--- config.mk ---
export PLATFORM = sky130hd
export DESIGN_NAME = line_field_column_selector
export DESIGN_NICKNAME = d
export VERILOG_FILES = /design/src/sv/lfcs_pkg.sv /design/src/sv/lfcs_fifo.sv /design/src/sv/lfcs_front.sv /design/src/sv/lfcs_back.sv /design/src/sv/line_field_column_selector.sv
export SDC_FILE = /design/constraint.sdc
export NUM_CORES = 1
export LEC_CHECK = 0
export BUFFER_PORTS_ARGS = -buffer_cell sky130_fd_sc_hd__clkbuf_2
export CAP_MARGIN = 20
export CORE_MARGIN = 5
export CORE_UTILIZATION = 50
export CTS_CLUSTER_DIAMETER = 200
export CTS_CLUSTER_SIZE = 28
export DETAILED_ROUTE_END_ITERATION = 16
export GPL_TIMING_DRIVEN = 1
export MAX_ROUTING_LAYER = met4
export PLACE_DENSITY = 0.74
export SLEW_MARGIN = 40
export SYNTH_ARGS = -nofsm -noshare
export SYNTH_HDL_FRONTEND = slang
export SYNTH_HIERARCHICAL = 1
export SYNTH_SLANG_ARGS = --single-unit
--- constraint.sdc ---
create_clock -name clk_i -period 6.9 [get_ports clk_i]
set_clock_uncertainty 0.2 [all_clocks]
set_input_delay 1.38 -clock clk_i [delete_from_list [all_inputs] [get_ports clk_i]]
set_output_delay 1.38 -clock clk_i [all_outputs]
set_load 0.05 [all_outputs]
--- src/sv/lfcs_pkg.sv ---
package lfcs_pkg;

  localparam int CFG_IDX_W  = 3;
  localparam int CFG_DATA_W = 16;
  localparam int INDEX_W    = 16;
  localparam int HOLD_CNT_W = 6;

  localparam logic [7:0]         NEWLINE   = 8'd10;
  localparam logic [INDEX_W-1:0] INDEX_MAX = 16'hFFFF;

  typedef enum logic [CFG_IDX_W-1:0] {
    CFG_FIELD_MODE   = 3'd0,
    CFG_DELIMITER    = 3'd1,
    CFG_COMPLEMENT   = 3'd2,
    CFG_SKIP_UNDELIM = 3'd3,
    CFG_A_FIRST      = 3'd4,
    CFG_A_FINAL      = 3'd5,
    CFG_B_FIRST      = 3'd6,
    CFG_B_FINAL      = 3'd7
  } cfg_idx_e;

  typedef enum logic {
    BK_IDLE,
    BK_DRAIN
  } back_state_e;

  typedef struct packed {
    logic [7:0] text_byte;
    logic       line_end;
  } lfcs_in_t;

  typedef struct packed {
    logic [7:0] out_byte;
    logic       line_done;
    logic       held_overflow;
  } lfcs_out_t;

  typedef struct packed {
    logic               field_mode;
    logic [7:0]         delimiter;
    logic               complement;
    logic               skip_undelimited;
    logic [INDEX_W-1:0] range_a_first;
    logic [INDEX_W-1:0] range_a_final;
    logic [INDEX_W-1:0] range_b_first;
    logic [INDEX_W-1:0] range_b_final;
  } lfcs_cfg_t;

  // at most one command per accepted item: optional hold drain, then optional byte
  typedef struct packed {
    logic                  drain;
    logic [HOLD_CNT_W-1:0] count;
    logic                  emit;
    logic [7:0]            data;
    logic                  done;
    logic                  ovf;
  } lfcs_cmd_t;

  typedef struct packed {
    logic                  en;
    logic [HOLD_CNT_W-1:0] addr;
    logic [7:0]            data;
  } lfcs_hold_wr_t;

  localparam int CMD_W = $bits(lfcs_cmd_t);
  localparam int OUT_W = $bits(lfcs_out_t);

endpackage

--- src/sv/lfcs_fifo.sv ---
module lfcs_fifo #(
  parameter int WIDTH = 8,
  parameter int DEPTH = 2,
  localparam int PW = (DEPTH > 1) ? $clog2(DEPTH) : 1,
  localparam int CW = $clog2(DEPTH + 1)
) (
  input  logic             clk_i,
  input  logic             rst_ni,
  input  logic             push_i,
  input  logic [WIDTH-1:0] data_i,
  output logic             full_o,
  input  logic             pop_i,
  output logic [WIDTH-1:0] data_o,
  output logic             empty_o,
  output logic [CW-1:0]    count_o
);

  logic [WIDTH-1:0] mem_q [DEPTH];
  logic [PW-1:0]    wr_q, wr_d, rd_q, rd_d;
  logic [CW-1:0]    cnt_q, cnt_d;
  logic             do_push, do_pop;

  assign full_o  = (cnt_q == CW'(DEPTH));
  assign empty_o = (cnt_q == '0);
  assign count_o = cnt_q;
  assign data_o  = mem_q[rd_q];
  assign do_push = push_i && !full_o;
  assign do_pop  = pop_i && !empty_o;

  always_comb begin
    wr_d  = wr_q;
    rd_d  = rd_q;
    cnt_d = cnt_q;
    if (do_push) begin
      wr_d = (wr_q == PW'(DEPTH - 1)) ? '0 : wr_q + PW'(1);
    end
    if (do_pop) begin
      rd_d = (rd_q == PW'(DEPTH - 1)) ? '0 : rd_q + PW'(1);
    end
    if (do_push && !do_pop) begin
      cnt_d = cnt_q + CW'(1);
    end else if (do_pop && !do_push) begin
      cnt_d = cnt_q - CW'(1);
    end
  end

  always_ff @(posedge clk_i or negedge rst_ni) begin
    if (!rst_ni) begin
      wr_q  <= '0;
      rd_q  <= '0;
      cnt_q <= '0;
    end else begin
      wr_q  <= wr_d;
      rd_q  <= rd_d;
      cnt_q <= cnt_d;
    end
  end

  always_ff @(posedge clk_i) begin
    if (do_push) begin
      mem_q[wr_q] <= data_i;
    end
  end

endmodule

--- src/sv/lfcs_front.sv ---
module lfcs_front
  import lfcs_pkg::*;
#(
  parameter int HOLD_DEPTH = 63,
  localparam int CW = $clog2(HOLD_DEPTH + 1)
) (
  input  logic          clk_i,
  input  logic          rst_ni,
  input  lfcs_cfg_t     cfg_i,
  input  logic          push_i,
  input  lfcs_in_t      item_i,
  output logic          full_o,
  input  logic          cmd_full_i,
  output logic          cmd_push_o,
  output lfcs_cmd_t     cmd_o,
  output lfcs_hold_wr_t hold_wr_o,
  input  logic          drain_done_i
);

  logic [INDEX_W-1:0] idx_q, idx_d, idx_inc;
  logic               saw_sep_q, saw_sep_d;
  logic               wrote_q, wrote_d;
  logic               sel_q, sel_d;
  logic [CW-1:0]      hcnt_q, hcnt_d;
  logic               ovf_q, ovf_d;
  logic               pending_q, pending_d;
  logic               accept, sel_cur, sel_next, is_cont;

  function automatic logic is_selected(input lfcs_cfg_t c, input logic [INDEX_W-1:0] i);
    logic a, b;
    a = (i >= c.range_a_first) && (i <= c.range_a_final);
    b = (i >= c.range_b_first) && (i <= c.range_b_final);
    return (a || b) ^ c.complement;
  endfunction

  assign full_o   = cmd_full_i || pending_q;
  assign accept   = push_i && !full_o;
  assign idx_inc  = (idx_q == INDEX_MAX) ? idx_q : idx_q + INDEX_W'(1);
  assign sel_cur  = is_selected(cfg_i, idx_q);
  assign sel_next = is_selected(cfg_i, idx_inc);
  assign is_cont  = (item_i.text_byte[7:6] == 2'b10) && saw_sep_q;

  always_comb begin
    idx_d      = idx_q;
    saw_sep_d  = saw_sep_q;
    wrote_d    = wrote_q;
    sel_d      = sel_q;
    hcnt_d     = hcnt_q;
    ovf_d      = ovf_q;
    cmd_push_o = 1'b0;
    cmd_o      = '0;
    cmd_o.ovf  = ovf_q;
    hold_wr_o  = '0;
    if (accept) begin
      if (item_i.line_end) begin
        if (!(cfg_i.field_mode && !saw_sep_q && cfg_i.skip_undelimited)) begin
          cmd_push_o = 1'b1;
          cmd_o.emit = 1'b1;
          cmd_o.data = NEWLINE;
          cmd_o.done = 1'b1;
          if (cfg_i.field_mode && !saw_sep_q && (hcnt_q != '0)) begin
            cmd_o.drain = 1'b1;
            cmd_o.count = HOLD_CNT_W'(hcnt_q);
          end
        end
        idx_d     = INDEX_W'(1);
        saw_sep_d = 1'b0;
        wrote_d   = 1'b0;
        sel_d     = 1'b0;
        hcnt_d    = '0;
        ovf_d     = 1'b0;
      end else if (!cfg_i.field_mode) begin
        cmd_o.data = item_i.text_byte;
        if (is_cont) begin
          cmd_o.emit = sel_q;
          cmd_push_o = sel_q;
        end else begin
          saw_sep_d  = 1'b1;
          sel_d      = sel_cur;
          cmd_o.emit = sel_cur;
          cmd_push_o = sel_cur;
          idx_d      = idx_inc;
        end
      end else if (item_i.text_byte == cfg_i.delimiter) begin
        cmd_o.data = cfg_i.delimiter;
        wrote_d    = wrote_q;
        if (!saw_sep_q) begin
          saw_sep_d = 1'b1;
          if (sel_cur) begin
            cmd_o.drain = (hcnt_q != '0);
            cmd_o.count = HOLD_CNT_W'(hcnt_q);
            wrote_d     = 1'b1;
          end
          hcnt_d = '0;
        end
        idx_d = idx_inc;
        sel_d = sel_next;
        if (sel_next) begin
          cmd_o.emit = wrote_d;
          wrote_d    = 1'b1;
        end
        cmd_push_o = cmd_o.drain || cmd_o.emit;
      end else if (!saw_sep_q) begin
        if (hcnt_q < CW'(HOLD_DEPTH)) begin
          hold_wr_o.en   = 1'b1;
          hold_wr_o.addr = HOLD_CNT_W'(hcnt_q);
          hold_wr_o.data = item_i.text_byte;
          hcnt_d         = hcnt_q + CW'(1);
        end else begin
          ovf_d = 1'b1;
        end
      end else begin
        cmd_o.data = item_i.text_byte;
        cmd_o.emit = sel_q;
        cmd_push_o = sel_q;
      end
    end
  end

  always_comb begin
    pending_d = pending_q;
    if (drain_done_i) begin
      pending_d = 1'b0;
    end
    if (cmd_push_o && cmd_o.drain) begin
      pending_d = 1'b1;
    end
  end

  always_ff @(posedge clk_i or negedge rst_ni) begin
    if (!rst_ni) begin
      idx_q     <= INDEX_W'(1);
      saw_sep_q <= 1'b0;
      wrote_q   <= 1'b0;
      sel_q     <= 1'b0;
      hcnt_q    <= '0;
      ovf_q     <= 1'b0;
      pending_q <= 1'b0;
    end else begin
      idx_q     <= idx_d;
      saw_sep_q <= saw_sep_d;
      wrote_q   <= wrote_d;
      sel_q     <= sel_d;
      hcnt_q    <= hcnt_d;
      ovf_q     <= ovf_d;
      pending_q <= pending_d;
    end
  end

endmodule

--- src/sv/lfcs_back.sv ---
module lfcs_back
  import lfcs_pkg::*;
#(
  parameter int HOLD_DEPTH = 63,
  parameter int OUT_DEPTH  = 4,
  localparam int CW  = $clog2(HOLD_DEPTH + 1),
  localparam int AW  = (HOLD_DEPTH > 1) ? $clog2(HOLD_DEPTH) : 1,
  localparam int OCW = $clog2(OUT_DEPTH + 1)
) (
  input  logic          clk_i,
  input  logic          rst_ni,
  input  lfcs_hold_wr_t hold_wr_i,
  input  logic          cmd_empty_i,
  input  lfcs_cmd_t     cmd_i,
  output logic          cmd_pop_o,
  output logic          drain_done_o,
  input  logic [OCW-1:0] out_count_i,
  output logic          out_push_o,
  output lfcs_out_t     out_o
);

  logic [7:0]  store_q [HOLD_DEPTH];
  logic [7:0]  rdata_q;
  back_state_e state_q, state_d;
  logic [CW-1:0] k_q, k_d, cnt;
  logic        s1_valid_q, s1_mem_q, s1_done_q, s1_ovf_q;
  logic [7:0]  s1_byte_q;
  logic        space, issue, issue_mem;

  assign cnt   = cmd_i.count[CW-1:0];
  assign space = ({1'b0, out_count_i} + (OCW + 1)'(s1_valid_q)) < (OCW + 1)'(OUT_DEPTH);

  always_comb begin
    state_d = state_q;
    case (state_q)
      BK_IDLE: begin
        if (!cmd_empty_i && space && cmd_i.drain && (cnt != '0)) begin
          state_d = BK_DRAIN;
        end
      end
      BK_DRAIN: begin
        if (space && (k_q == cnt)) begin
          state_d = BK_IDLE;
        end
      end
      default: state_d = BK_IDLE;
    endcase
  end

  always_comb begin
    k_d          = k_q;
    issue        = 1'b0;
    issue_mem    = 1'b0;
    cmd_pop_o    = 1'b0;
    drain_done_o = 1'b0;
    case (state_q)
      BK_IDLE: begin
        k_d = '0;
        if (!cmd_empty_i && space && !(cmd_i.drain && (cnt != '0))) begin
          issue     = cmd_i.emit;
          cmd_pop_o = 1'b1;
        end
      end
      BK_DRAIN: begin
        if (space) begin
          if (k_q != cnt) begin
            issue     = 1'b1;
            issue_mem = 1'b1;
            k_d       = k_q + CW'(1);
          end else begin
            issue        = cmd_i.emit;
            cmd_pop_o    = 1'b1;
            drain_done_o = 1'b1;
          end
        end
      end
      default: ;
    endcase
  end

  always_ff @(posedge clk_i or negedge rst_ni) begin
    if (!rst_ni) begin
      state_q    <= BK_IDLE;
      k_q        <= '0;
      s1_valid_q <= 1'b0;
    end else begin
      state_q    <= state_d;
      k_q        <= k_d;
      s1_valid_q <= issue;
    end
  end

  always_ff @(posedge clk_i) begin
    s1_mem_q  <= issue_mem;
    s1_byte_q <= cmd_i.data;
    s1_done_q <= cmd_i.done && !issue_mem;
    s1_ovf_q  <= cmd_i.ovf;
  end

  always_ff @(posedge clk_i) begin
    if (hold_wr_i.en) begin
      store_q[hold_wr_i.addr[AW-1:0]] <= hold_wr_i.data;
    end
    if (issue_mem) begin
      rdata_q <= store_q[k_q[AW-1:0]];
    end
  end

  assign out_push_o          = s1_valid_q;
  assign out_o.out_byte      = s1_mem_q ? rdata_q : s1_byte_q;
  assign out_o.line_done     = s1_done_q;
  assign out_o.held_overflow = s1_ovf_q;

endmodule

--- src/sv/line_field_column_selector.sv ---
// a passed byte goes through the command queue, the back-end output register and the result queue
// throughput: one item per cycle while the command queue has room; a line-end or first-delimiter
//   transfer that drains n held bytes stops input until the back end has read them from the hold ram
// reset: asynchronous active low; clears the config registers to defaults, line state
//   and both queues; the hold ram is not cleared
module line_field_column_selector
  import lfcs_pkg::*;
#(
  parameter int HOLD_DEPTH = 63
) (
  input  logic                  clk_i,
  input  logic                  rst_ni,
  input  logic                  push,
  input  lfcs_in_t              in_item_i,
  output logic                  full,
  output logic                  empty,
  input  logic                  pop,
  output lfcs_out_t             out_item_o,
  input  logic                  cfg_we_i,
  input  logic [CFG_IDX_W-1:0]  cfg_idx_i,
  input  logic [CFG_DATA_W-1:0] cfg_data_i
);

  localparam int CMD_DEPTH = 2;
  localparam int OUT_DEPTH = 4;
  localparam int OCW       = $clog2(OUT_DEPTH + 1);

  lfcs_cfg_t     cfg_q;
  lfcs_cmd_t     fr_cmd, bk_cmd;
  lfcs_hold_wr_t hold_wr;
  lfcs_out_t     bk_out;
  logic          cmd_push, cmd_full, cmd_pop, cmd_empty, drain_done, out_push;
  logic [OCW-1:0] out_count;
  logic [CMD_W-1:0] cmd_rd;
  logic [OUT_W-1:0] out_rd;

  always_ff @(posedge clk_i or negedge rst_ni) begin
    if (!rst_ni) begin
      cfg_q.field_mode       <= 1'b1;
      cfg_q.delimiter        <= 8'd9;
      cfg_q.complement       <= 1'b0;
      cfg_q.skip_undelimited <= 1'b0;
      cfg_q.range_a_first    <= INDEX_W'(1);
      cfg_q.range_a_final    <= INDEX_MAX;
      cfg_q.range_b_first    <= INDEX_W'(1);
      cfg_q.range_b_final    <= '0;
    end else if (cfg_we_i) begin
      case (cfg_idx_e'(cfg_idx_i))
        CFG_FIELD_MODE:   cfg_q.field_mode       <= cfg_data_i[0];
        CFG_DELIMITER:    cfg_q.delimiter        <= cfg_data_i[7:0];
        CFG_COMPLEMENT:   cfg_q.complement       <= cfg_data_i[0];
        CFG_SKIP_UNDELIM: cfg_q.skip_undelimited <= cfg_data_i[0];
        CFG_A_FIRST:      cfg_q.range_a_first    <= cfg_data_i;
        CFG_A_FINAL:      cfg_q.range_a_final    <= cfg_data_i;
        CFG_B_FIRST:      cfg_q.range_b_first    <= cfg_data_i;
        CFG_B_FINAL:      cfg_q.range_b_final    <= cfg_data_i;
        default: ;
      endcase
    end
  end

  lfcs_front #(.HOLD_DEPTH(HOLD_DEPTH)) u_front (
    .clk_i        (clk_i),
    .rst_ni       (rst_ni),
    .cfg_i        (cfg_q),
    .push_i       (push),
    .item_i       (in_item_i),
    .full_o       (full),
    .cmd_full_i   (cmd_full),
    .cmd_push_o   (cmd_push),
    .cmd_o        (fr_cmd),
    .hold_wr_o    (hold_wr),
    .drain_done_i (drain_done)
  );

  lfcs_fifo #(.WIDTH(CMD_W), .DEPTH(CMD_DEPTH)) u_cmd_fifo (
    .clk_i   (clk_i),
    .rst_ni  (rst_ni),
    .push_i  (cmd_push),
    .data_i  (fr_cmd),
    .full_o  (cmd_full),
    .pop_i   (cmd_pop),
    .data_o  (cmd_rd),
    .empty_o (cmd_empty),
    .count_o ()
  );

  assign bk_cmd = lfcs_cmd_t'(cmd_rd);

  lfcs_back #(.HOLD_DEPTH(HOLD_DEPTH), .OUT_DEPTH(OUT_DEPTH)) u_back (
    .clk_i        (clk_i),
    .rst_ni       (rst_ni),
    .hold_wr_i    (hold_wr),
    .cmd_empty_i  (cmd_empty),
    .cmd_i        (bk_cmd),
    .cmd_pop_o    (cmd_pop),
    .drain_done_o (drain_done),
    .out_count_i  (out_count),
    .out_push_o   (out_push),
    .out_o        (bk_out)
  );

  // result queue, never overrun: the back end holds off when it is near full
  lfcs_fifo #(.WIDTH(OUT_W), .DEPTH(OUT_DEPTH)) u_out_fifo (
    .clk_i   (clk_i),
    .rst_ni  (rst_ni),
    .push_i  (out_push),
    .data_i  (bk_out),
    .full_o  (),
    .pop_i   (pop),
    .data_o  (out_rd),
    .empty_o (empty),
    .count_o (out_count)
  );

  assign out_item_o = lfcs_out_t'(out_rd);

endmodule

==> results.txt, run 1 <==
The run finished with clean final reports. The tools report the number of pins with negative max-slew slack in the final report as 0. The tightest min-delay check is of the flop to flop type.

Maximum root-to-sink buffer count: 3. The final critical-path required period was 6.20 ns; the arrival time at the worst endpoint was 6.33 ns. Combinational logic burns 31.6% of the power.

In this run, post-CTS hold repair placed 0 buffers. Synthesis handed over a netlist of 2052 instances. The largest driver fanout on the critical path works out to 18.

In this run the static leakage power is 12.4 nW. Of the total power, registers draw 49.7%. The filler cells instantiated in the layout total 5175.

Summing all flip-flop and latch instances after layout gives 0.0209 mm^2. Counting every sink on the clock net gives 720. The total area inside the core boundary comes to 0.0645 mm^2. Synthesis inferred 720 register bits. At the end of the flow, the number of nets in the layout was 2236. Across all hold checks on the routed design, the worst slack comes to 0.300 ns. The final critical path takes up 89.9% of the cycle. Internal power comes to 0.00742 W. Prior to clock tree synthesis, the placed netlist has a worst setup slack of 0.816 ns.

Averaged over all synthesized cells, the footprint is 15.8 um^2. The run gives 50.4% as the effective utilization at floorplan. In this run the core area contains 93 standard-cell rows. The tools report the netlist area before placement as 0.0325 mm^2.

The number of different library cells used by synthesis comes to 87. For this run the aggregate overflow at the end of global routing stands at 0. The first global-routing pass estimated 111000 um of wire. The fraction of post-synthesis cell area in the top cell type by area came out at 54.3%. When the netlist entered floorplanning its net count stood at 2225. The total via count after detailed routing is 17922, and the final critical-path setup slack is 0.697 ns. The number of global-route vias before repair was 18068; the residual DRC count was 0.

The signed area change from the synthesized netlist to the final layout is 5.63%. Max-cap violations in this run came to 0. Of the total power, the clock network draws 18.8%. The worst endpoint required time is 7.02 ns. The worst setup path is of the flop to flop kind. Detailed placement finished with a half-perimeter wire length of 48000 um. The predominant post-synthesis flop cell is sky130_fd_sc_hd__edfxtp_1. By instance count, the leading cell after synthesis is sky130_fd_sc_hd__edfxtp_1. The number of hold-slack violations in the final timing report is 0. Yosys attributes the largest share of cell area to sky130_fd_sc_hd__edfxtp_1 54%, sky130_fd_sc_hd__mux4_2 8.0%, sky130_fd_sc_hd__dfrtp_1 7.6%. The multi-input combinational cells in the finished layout cover a total of 0.0107 mm^2. The async set-reset flop share out of synthesis is 16.8%. In this run the clock root is driven by a sky130_fd_sc_hd__clkbuf_16.

The final wirelength was 71800 um. Sorting the synthesized cells by how often they occur yields 588 x sky130_fd_sc_hd__edfxtp_1, 139 x sky130_fd_sc_hd__ha_1, 123 x sky130_fd_sc_hd__nor2_1. In this run the remaining antenna-violating nets after routing total 0. For this design the total switching power over the nets is 0.00359 W. Before antenna repair, the detailed router went through 5 iterations. Overall die height: 265 um. The number of instances resized during post-cts repair is 0, and the number of port buffers is 44. After detailed routing, the average wire length per cell comes to 24.4 um.

After clock tree synthesis, the clock-pin slew on the worst setup and hold paths is 0.11 ns. At the end of routability-driven placement, the weighted congestion stood at 0.892. The power per standard cell area was 321 mW/mm^2; the total CTS buffers was 29.

Entering global routing, the biggest net connects 140 pins. The detailed router finished its first iteration with 1831 violations. The sequential-to-total area share from yosys stat is 64.4%, and the vias per cell is 6.09. TritonCTS built the clock tree. Setup repair after global routing left no endpoint under its margin. STA classifies the critical path endpoint as a flop. At the pin with the least slew margin, the transition time is 0.865 ns. The upper clock frequency limit came out at 161 MHz.

The top-level I/O count was 45. The final setup TNS was 0 ns. The setup violation total in the final timing report was 0; the number of buffers inserted by post-CTS setup repair was 0.

Measured on the finished design, the core utilization comes to 53.3%. The tools report the clock insertion delay at the later pin of the skew report as 0.64 ns. Net switching is 32.6% of the power. In the final layout, the share of cells above drive strength 1 is 18.9%.

The aggregate global-route resource usage is 20.9%, and the width of the chip is 265 um. The tools report the startpoint type of the worst setup path as a flop. Yosys printed 6 warnings. The initial antenna violation count is 2. The die covers 0.0702 mm^2. The logs give 1 for the count of H-tree levels built during CTS and 293 uV for the worst-case vdd ir drop. Relative slew slack: 42.1%.

The cell taking the most area after synthesis is sky130_fd_sc_hd__edfxtp_1. In this run, synthesis inferred 588 flip-flops with an integrated enable.
-- routing by layer --
layer | part of all wire [%] | GRT usage (%) | up-vias
li1 | - | - | 7999
met2 | 49 | 33.7 | 667
met4 | 2.9 | 4.87 | 0
met1 | 42 | 29.0 | 9135
met5 | 0 | - | -
met3 | 6.2 | 2.53 | 121
-- per-stage QoR --
| stage | power (W) | area [um^2] | std cells |
|---|---|---|---|
| after detailed placement | 0.00902 | 33400 | 2886 |
| after CTS | 0.0111 | 34300 | 2939 |
| after global routing | 0.0116 | 34300 | 2942 |
| after floorplan | 0.00811 | 32500 | 2052 |
| final | 0.0110 | 34300 | 2942 |
| after global placement | 0.00891 | 33400 | 2886 |
-- flip-flops by register name, summed over array words and instances, names as in the netlist, 2 cells and up --
signal              cells
cfg_q                  75
u_out_fifo/rd_q         2
u_back/store_q        504
u_back/rdata_q          8
u_front/hcnt_q          6
u_cmd_fifo/count_o      2
u_out_fifo/mem_q       40
u_back/k_q              6
u_out_fifo/count_o      3
u_out_fifo/wr_q         2
u_front/idx_q          16
u_cmd_fifo/mem_q       36
u_back/s1_byte_q        8
-- layout by cell type, fill, tap and decap left out, types with 34 or more instances in the layout --
| cell type | count |
|---|---|
| sky130_fd_sc_hd__inv_1 | 81 |
| sky130_fd_sc_hd__a21oi_1 | 73 |
| sky130_fd_sc_hd__edfxtp_1 | 588 |
| sky130_fd_sc_hd__mux4_2 | 116 |
| sky130_fd_sc_hd__o21ai_0 | 59 |
| sky130_fd_sc_hd__ha_1 | 139 |
| sky130_fd_sc_hd__dfrtp_1 | 95 |
| sky130_fd_sc_hd__nand3_1 | 34 |
| sky130_fd_sc_hd__mux2_2 | 85 |
| sky130_fd_sc_hd__clkbuf_2 | 43 |
| sky130_fd_sc_hd__nor2_1 | 110 |
| sky130_fd_sc_hd__nand2_1 | 94 |
| sky130_fd_sc_hd__mux2i_1 | 54 |
-- kinds of logic (layout without fill, tap and decap cells) --
| group | Yosys count | after routing | synth area share [%] |
|---|---|---|---|
| flops | 720 | 720 | 64.4 |
| simple gates | 416 | 416 | 6.46 |
| compound gates | 285 | 285 | 5.73 |
| mux | 282 | 282 | 14.1 |
| buf+inv | 171 | 204 | 2.90 |
| fa+ha+maj | 140 | 140 | 5.41 |
| xor+xnor | 38 | 38 | 1.02 |
| other cells | 0 | 2 | 0 |
-- final cells by class --
class	count	area share, %
Timing Repair Buffer	69	1.34
Antenna cell	2	0.0146
Clock inverter	2	0.0838
Tap cell	855	3.11
Multi-Input combinational cell	1161	31.2
Sequential cell	720	61.0
Clock buffer	51	2.35
Inverter	82	0.896
-- worst paths after layout --
path                                                  start                                 to  slack, ns  depth (start not counted)
setup / recovery               u_front/idx_q[8]$_DFFE_PN0P_  u_cmd_fifo/mem_q[0][12]$_DFFE_PP_       0.70                         21
hold / removal             u_cmd_fifo/mem_q[1][4]$_DFFE_PP_        u_back/s1_byte_q[2]$_DFF_P_       0.30                          1
setup reg to reg               u_front/idx_q[8]$_DFFE_PN0P_  u_cmd_fifo/mem_q[0][12]$_DFFE_PP_       0.70                         21
hold reg to reg            u_cmd_fifo/mem_q[1][4]$_DFFE_PP_        u_back/s1_byte_q[2]$_DFF_P_       0.30                          1
max in group asynchronous                            rst_ni          u_back/k_q[0]$_DFFE_PN0P_       5.20                          2
min in group asynchronous                            rst_ni               cfg_q[5]$_DFFE_PN0P_       0.36                          1
-- power by group through the flow --
| stage | clock network (W) | registers (W) | logic, W |
|---|---|---|---|
| 2_1_floorplan | 0 | 0.00536 | 0.00275 |
| 3_3_place_gp | 0 | 0.00555 | 0.00337 |
| 3_5_place_dp | 0 | 0.00557 | 0.00345 |
| 4_1_cts | 0.00212 | 0.00548 | 0.00347 |
| 5_1_grt | 0.00230 | 0.00553 | 0.00375 |
| 6_report | 0.00207 | 0.00547 | 0.00347 |
-- critical path, cell delays in order, from the launching register on --
cell and delay, ns:
sky130_fd_sc_hd__dfrtp_1 0.57, sky130_fd_sc_hd__and3_1 0.25, sky130_fd_sc_hd__and3_1 0.19, sky130_fd_sc_hd__nand2_1 0.09, sky130_fd_sc_hd__nor3_2 0.34, sky130_fd_sc_hd__and4_1 0.42
sky130_fd_sc_hd__nor2_1 0.09, sky130_fd_sc_hd__nand3_1 0.10, sky130_fd_sc_hd__xnor2_1 0.16, sky130_fd_sc_hd__ha_1 0.28, sky130_fd_sc_hd__nor4_1 0.28, sky130_fd_sc_hd__o21ai_0 0.15
sky130_fd_sc_hd__a2111oi_0 0.71, sky130_fd_sc_hd__o22ai_1 0.20, sky130_fd_sc_hd__a32oi_1 0.37, sky130_fd_sc_hd__xnor2_1 0.23, sky130_fd_sc_hd__nand2_1 0.10, sky130_fd_sc_hd__o2111a_1 0.28
sky130_fd_sc_hd__o31ai_2 0.33, sky130_fd_sc_hd__nand2_1 0.16, sky130_fd_sc_hd__nor2_1 0.12, sky130_fd_sc_hd__buf_4 0.27
(Power assumes the default switching activity.)
==> inputs of run 2 (changes only) <==
- CORE_MARGIN: 5 -> default
==> run 2 against run 1 <==
Compared with the run above: power rose by 0.18%; die area fell by 5.9%; final cell count is 0.10% higher; register-to-register slack got worse by 0.02 ns; clock power hardly changed; sequential share of layout area is essentially flat; first-iteration DRC count is 2.6% lower; critical path depth grew 3; via count increased by 0.26%; critical path type unchanged.
==> results.txt, run 2 (same netlist as run 1, synthesis figures left out) <==
The run finished with clean final reports. The tightest min-delay check is of the flop to flop type. The startpoint-to-endpoint class of the critical path was flop to flop. The run gives 190 uV (-35%) as the worst-case vdd ir drop. The startpoint identified for the worst hold timing path is u_cmd_fifo/mem_q[1][4]$_DFFE_PP_. The tools report the worst slack at placement as 0.757 ns (-0.0593 ns). Clock root buffer master: sky130_fd_sc_hd__clkbuf_16. The detailed placer's ending HPWL is 48000 um (about the same), and the top-level I/O count is 45 (unchanged). The tools report the capture point of the worst reg-to-reg path as u_cmd_fifo/count_o[1]$_DFFE_PN0P_. The worst endpoint required time was 7.24 ns (+0.22 ns).

For the wire length of the first global-routing pass, the log shows 109000 um (-1.6%). TritonCTS built the clock tree. The fill cell instance count of the final layout was 5046 (-2.5%); the slack of the worst reg-to-reg path was 0.68 ns (-0.02 ns).

The clock transition at the registers of the reported paths came out at 0.11 ns (about the same). The tools report the final setup TNS as 0 ns (unchanged). Mean routed wirelength per cell: 24.2 um (-0.70%). The aggregate global-route resource usage was 22.2% (+1.3 points); the layout net count was 2238 (+0.089%). The worst setup path is captured at a flop. The logs give 43.5% (+1.3 points) for the relative slew slack and 0.0344 mm^2 (about the same) for the area of all placed cells without fillers. For the upper clock frequency limit, the log shows 161 MHz (-0.24%). The tools report the endpoint with the worst hold slack as u_back/s1_byte_q[2]$_DFF_P_. For the pin count of the biggest net entering global routing, the log shows 64 (-54%). The cell with the most instances on the worst path is sky130_fd_sc_hd__nand2_1. The tools report the total grt overflow as 0 (unchanged). The startpoint of the worst register-to-register path was u_front/idx_q[8]$_DFFE_PN0P_.

The dominant delay contributor by cell family on the critical path is simple AND/OR/NAND/NOR gates. The total via count after detailed routing is 17969 (+0.26%), and the number of stages on the worst hold path is 1 (unchanged). The clock sink count is 720 (unchanged). The power per standard cell area came out at 321 mW/mm^2 (+0.16%). Number of buffer and inverter instances along the worst setup path: 1 (unchanged).

For the leakage power, the log shows 12.4 nW (+0.11%). The vias per cell was 6.10 (+0.16%); the area of the placeable core was 0.0643 mm^2 (-0.18%). Antenna violation net count after detailed routing: 0 (unchanged).

The width of the chip was 257 um (-3.0%); the pin slew with the least headroom to its limit was 0.848 ns (-0.0170 ns). The clock insertion delay at the later pin of the skew report is 0.64 ns (about the same). The share of final-layout standard cells stronger than drive strength 1 is 18.6% (-0.31 points), and the final critical-path setup slack is 0.682 ns (-0.0152 ns).

The tools report the effective utilization at floorplan as 50.5% (+0.091 points). The residual DRC count was 0 (unchanged). The number of cell instances on the worst register-to-register path is 24 (+14%), and the number of pins with negative max-slew slack in the final report is 0 (unchanged). The final estimated routing congestion in global placement came out at 0.891 (-0.12%). Final critical-path share of the clock period: 90.1% (+0.22 points). The row count is 93 (unchanged).

The count of H-tree levels built during CTS came out at 1 (unchanged). The run gives 29 (unchanged) as the total CTS buffers. Walking the worst path, the cells encountered are and3_1 -> and3_1 -> nand2_1 -> nor3_2 -> and4_1 -> nor2_1 -> nand3_1 -> xnor2_1 -> ha_1 -> nor4_1 -> o21ai_0 -> a2111oi_0 -> o22ai_1 -> a32oi_1 -> xnor2_1 -> nand2_1 -> o2111a_1 -> o31ai_2 -> nand2_1 -> inv_1 -> ha_1 -> xor2_1 -> nor2_1 -> xor2_1.

The startpoint type of the worst setup path is a flop. For the detailed-routing iteration count for the pre-antenna-repair pass, the log shows 6 (+1). The sum of internal, switching and leakage power is 0.0110 W (+0.18%), and the flip-flop count of the largest register, all copies and words added is 504 (unchanged). Arrival time at the worst endpoint: 6.56 ns (+0.23 ns). For the area of the die, the log shows 0.0661 mm^2 (-5.9%). The initial antenna violation count was 2 (unchanged); the largest stage delay on the critical path was 0.66 ns (-0.05 ns). The number of hold-slack violations in the final timing report came out at 0 (unchanged). The run gives 1783 (-2.6%) as the DRC marker count from the first detailed-route iteration. The number of maximum-capacitance violations is 0 (unchanged).

The library cells used most frequently in the layout, excluding fill and tap cells, are 588 x sky130_fd_sc_hd__edfxtp_1, 139 x sky130_fd_sc_hd__ha_1, 116 x sky130_fd_sc_hd__mux4_2, 116 x sky130_fd_sc_hd__nor2_1, 95 x sky130_fd_sc_hd__dfrtp_1. The quantity of hold-fixing buffers added after cts came out at 0 (unchanged). Setup repair after global routing left no endpoint under its margin. The final wirelength was 71400 um (-0.60%); the signed area change from the synthesized netlist to the final layout was 5.64% (about the same). The setup violation total in the final timing report came out at 0 (unchanged). The overall die height is 257 um (-3.0%). The number of global-route vias before repair came out at 17869 (-1.1%). The number of instances resized during post-cts repair is 0 (unchanged), and the largest driver fanout on the critical path is 10 (-8).

The most common library cell in the layout ignoring fill and taps was sky130_fd_sc_hd__edfxtp_1. On the critical path, the stage with the largest delay is an instance of sky130_fd_sc_hd__a2111oi_0. The final critical-path required period was 6.22 ns (+0.0152 ns). The number of port buffers was 44 (unchanged); the post-place instance area was 0.0335 mm^2 (+0.10%). For the maximum root-to-sink buffer count, the log shows 3 (unchanged).

Number of buffers inserted by post-CTS setup repair: 0 (unchanged).
==> run 2: changes by cell type in the layout (fill, tap and decap cells not counted) <==
cell / delta
sky130_fd_sc_hd__and2_2: +1
sky130_fd_sc_hd__and2_4: -1
sky130_fd_sc_hd__buf_12: +2
sky130_fd_sc_hd__buf_16: -1
sky130_fd_sc_hd__buf_6: +1
sky130_fd_sc_hd__clkbuf_1: +1
sky130_fd_sc_hd__nor2_1: +6
sky130_fd_sc_hd__nor2_2: -6
sky130_fd_sc_hd__nor2b_1: +2
sky130_fd_sc_hd__nor2b_2: -2
==> run 2: through the flow <==
stage | util [%] | hold WS (ns) | std cells
final | 53.4 | 0.279 | 2945
after global routing | 53.4 | 0.302 | 2945
after CTS | 53.3 | 0.297 | 2943
after detailed placement | 52.0 | 0.263 | 2889
after global placement | 51.9 | 0.262 | 2887
after floorplan | - | 0.248 | 2052
==> run 2: worst max path at each step <==
stage | from | slack [ns] | cells past startpoint | endpoint
6_report | u_front/idx_q[8]$_DFFE_PN0P_ | 0.68 | 24 | u_cmd_fifo/count_o[1]$_DFFE_PN0P_
5_1_grt | u_front/idx_q[7]$_DFFE_PN0P_ | 0.24 | 24 | u_cmd_fifo/count_o[1]$_DFFE_PN0P_
4_1_cts | u_front/idx_q[7]$_DFFE_PN0P_ | 0.70 | 24 | u_cmd_fifo/count_o[1]$_DFFE_PN0P_
3_5_place_dp | u_front/idx_q[7]$_DFFE_PN0P_ | 0.76 | 24 | u_cmd_fifo/count_o[1]$_DFFE_PN0P_
3_3_place_gp | u_front/idx_q[8]$_DFFE_PN0P_ | 0.83 | 24 | u_cmd_fifo/count_o[1]$_DFFE_PN0P_
2_1_floorplan | u_front/idx_q[7]$_DFFE_PN0P_ | 1.28 | 23 | u_cmd_fifo/mem_q[0][0]$_DFFE_PP_
==> run 2: report_power, final <==
group | switching, W | total [W] | internal (W)
combinational | 0.00197 | 0.00347 | 0.00150
clock | 0.00126 | 0.00208 | 0.000815
sequential | 0.000362 | 0.00548 | 0.00512
==> run 2: metal layers <==
| metal | GRT usage, % | wire length [um] | vias to the layer above |
|---|---|---|---|
| met3 | 2.39 | 4200 | 92 |
| met4 | 5.18 | 1800 | 0 |
| met2 | 35.7 | 34900 | 667 |
| li1 | - | - | 7988 |
| met5 | - | 0 | - |
| met1 | 30.6 | 30500 | 9222 |
==> run 2: final cells by class <==
type	instances	area, um^2	share of cell area, %
multi-input combinational	1161	10700	31.2
tap	855	1070	3.11
inverter	82	308	0.896
sequential	720	20900	61.0
clock inverter	2	28.8	0.0838
clock buffer	52	812	2.36
antenna	2	5.00	0.0146
timing repair buffer	71	483	1.41
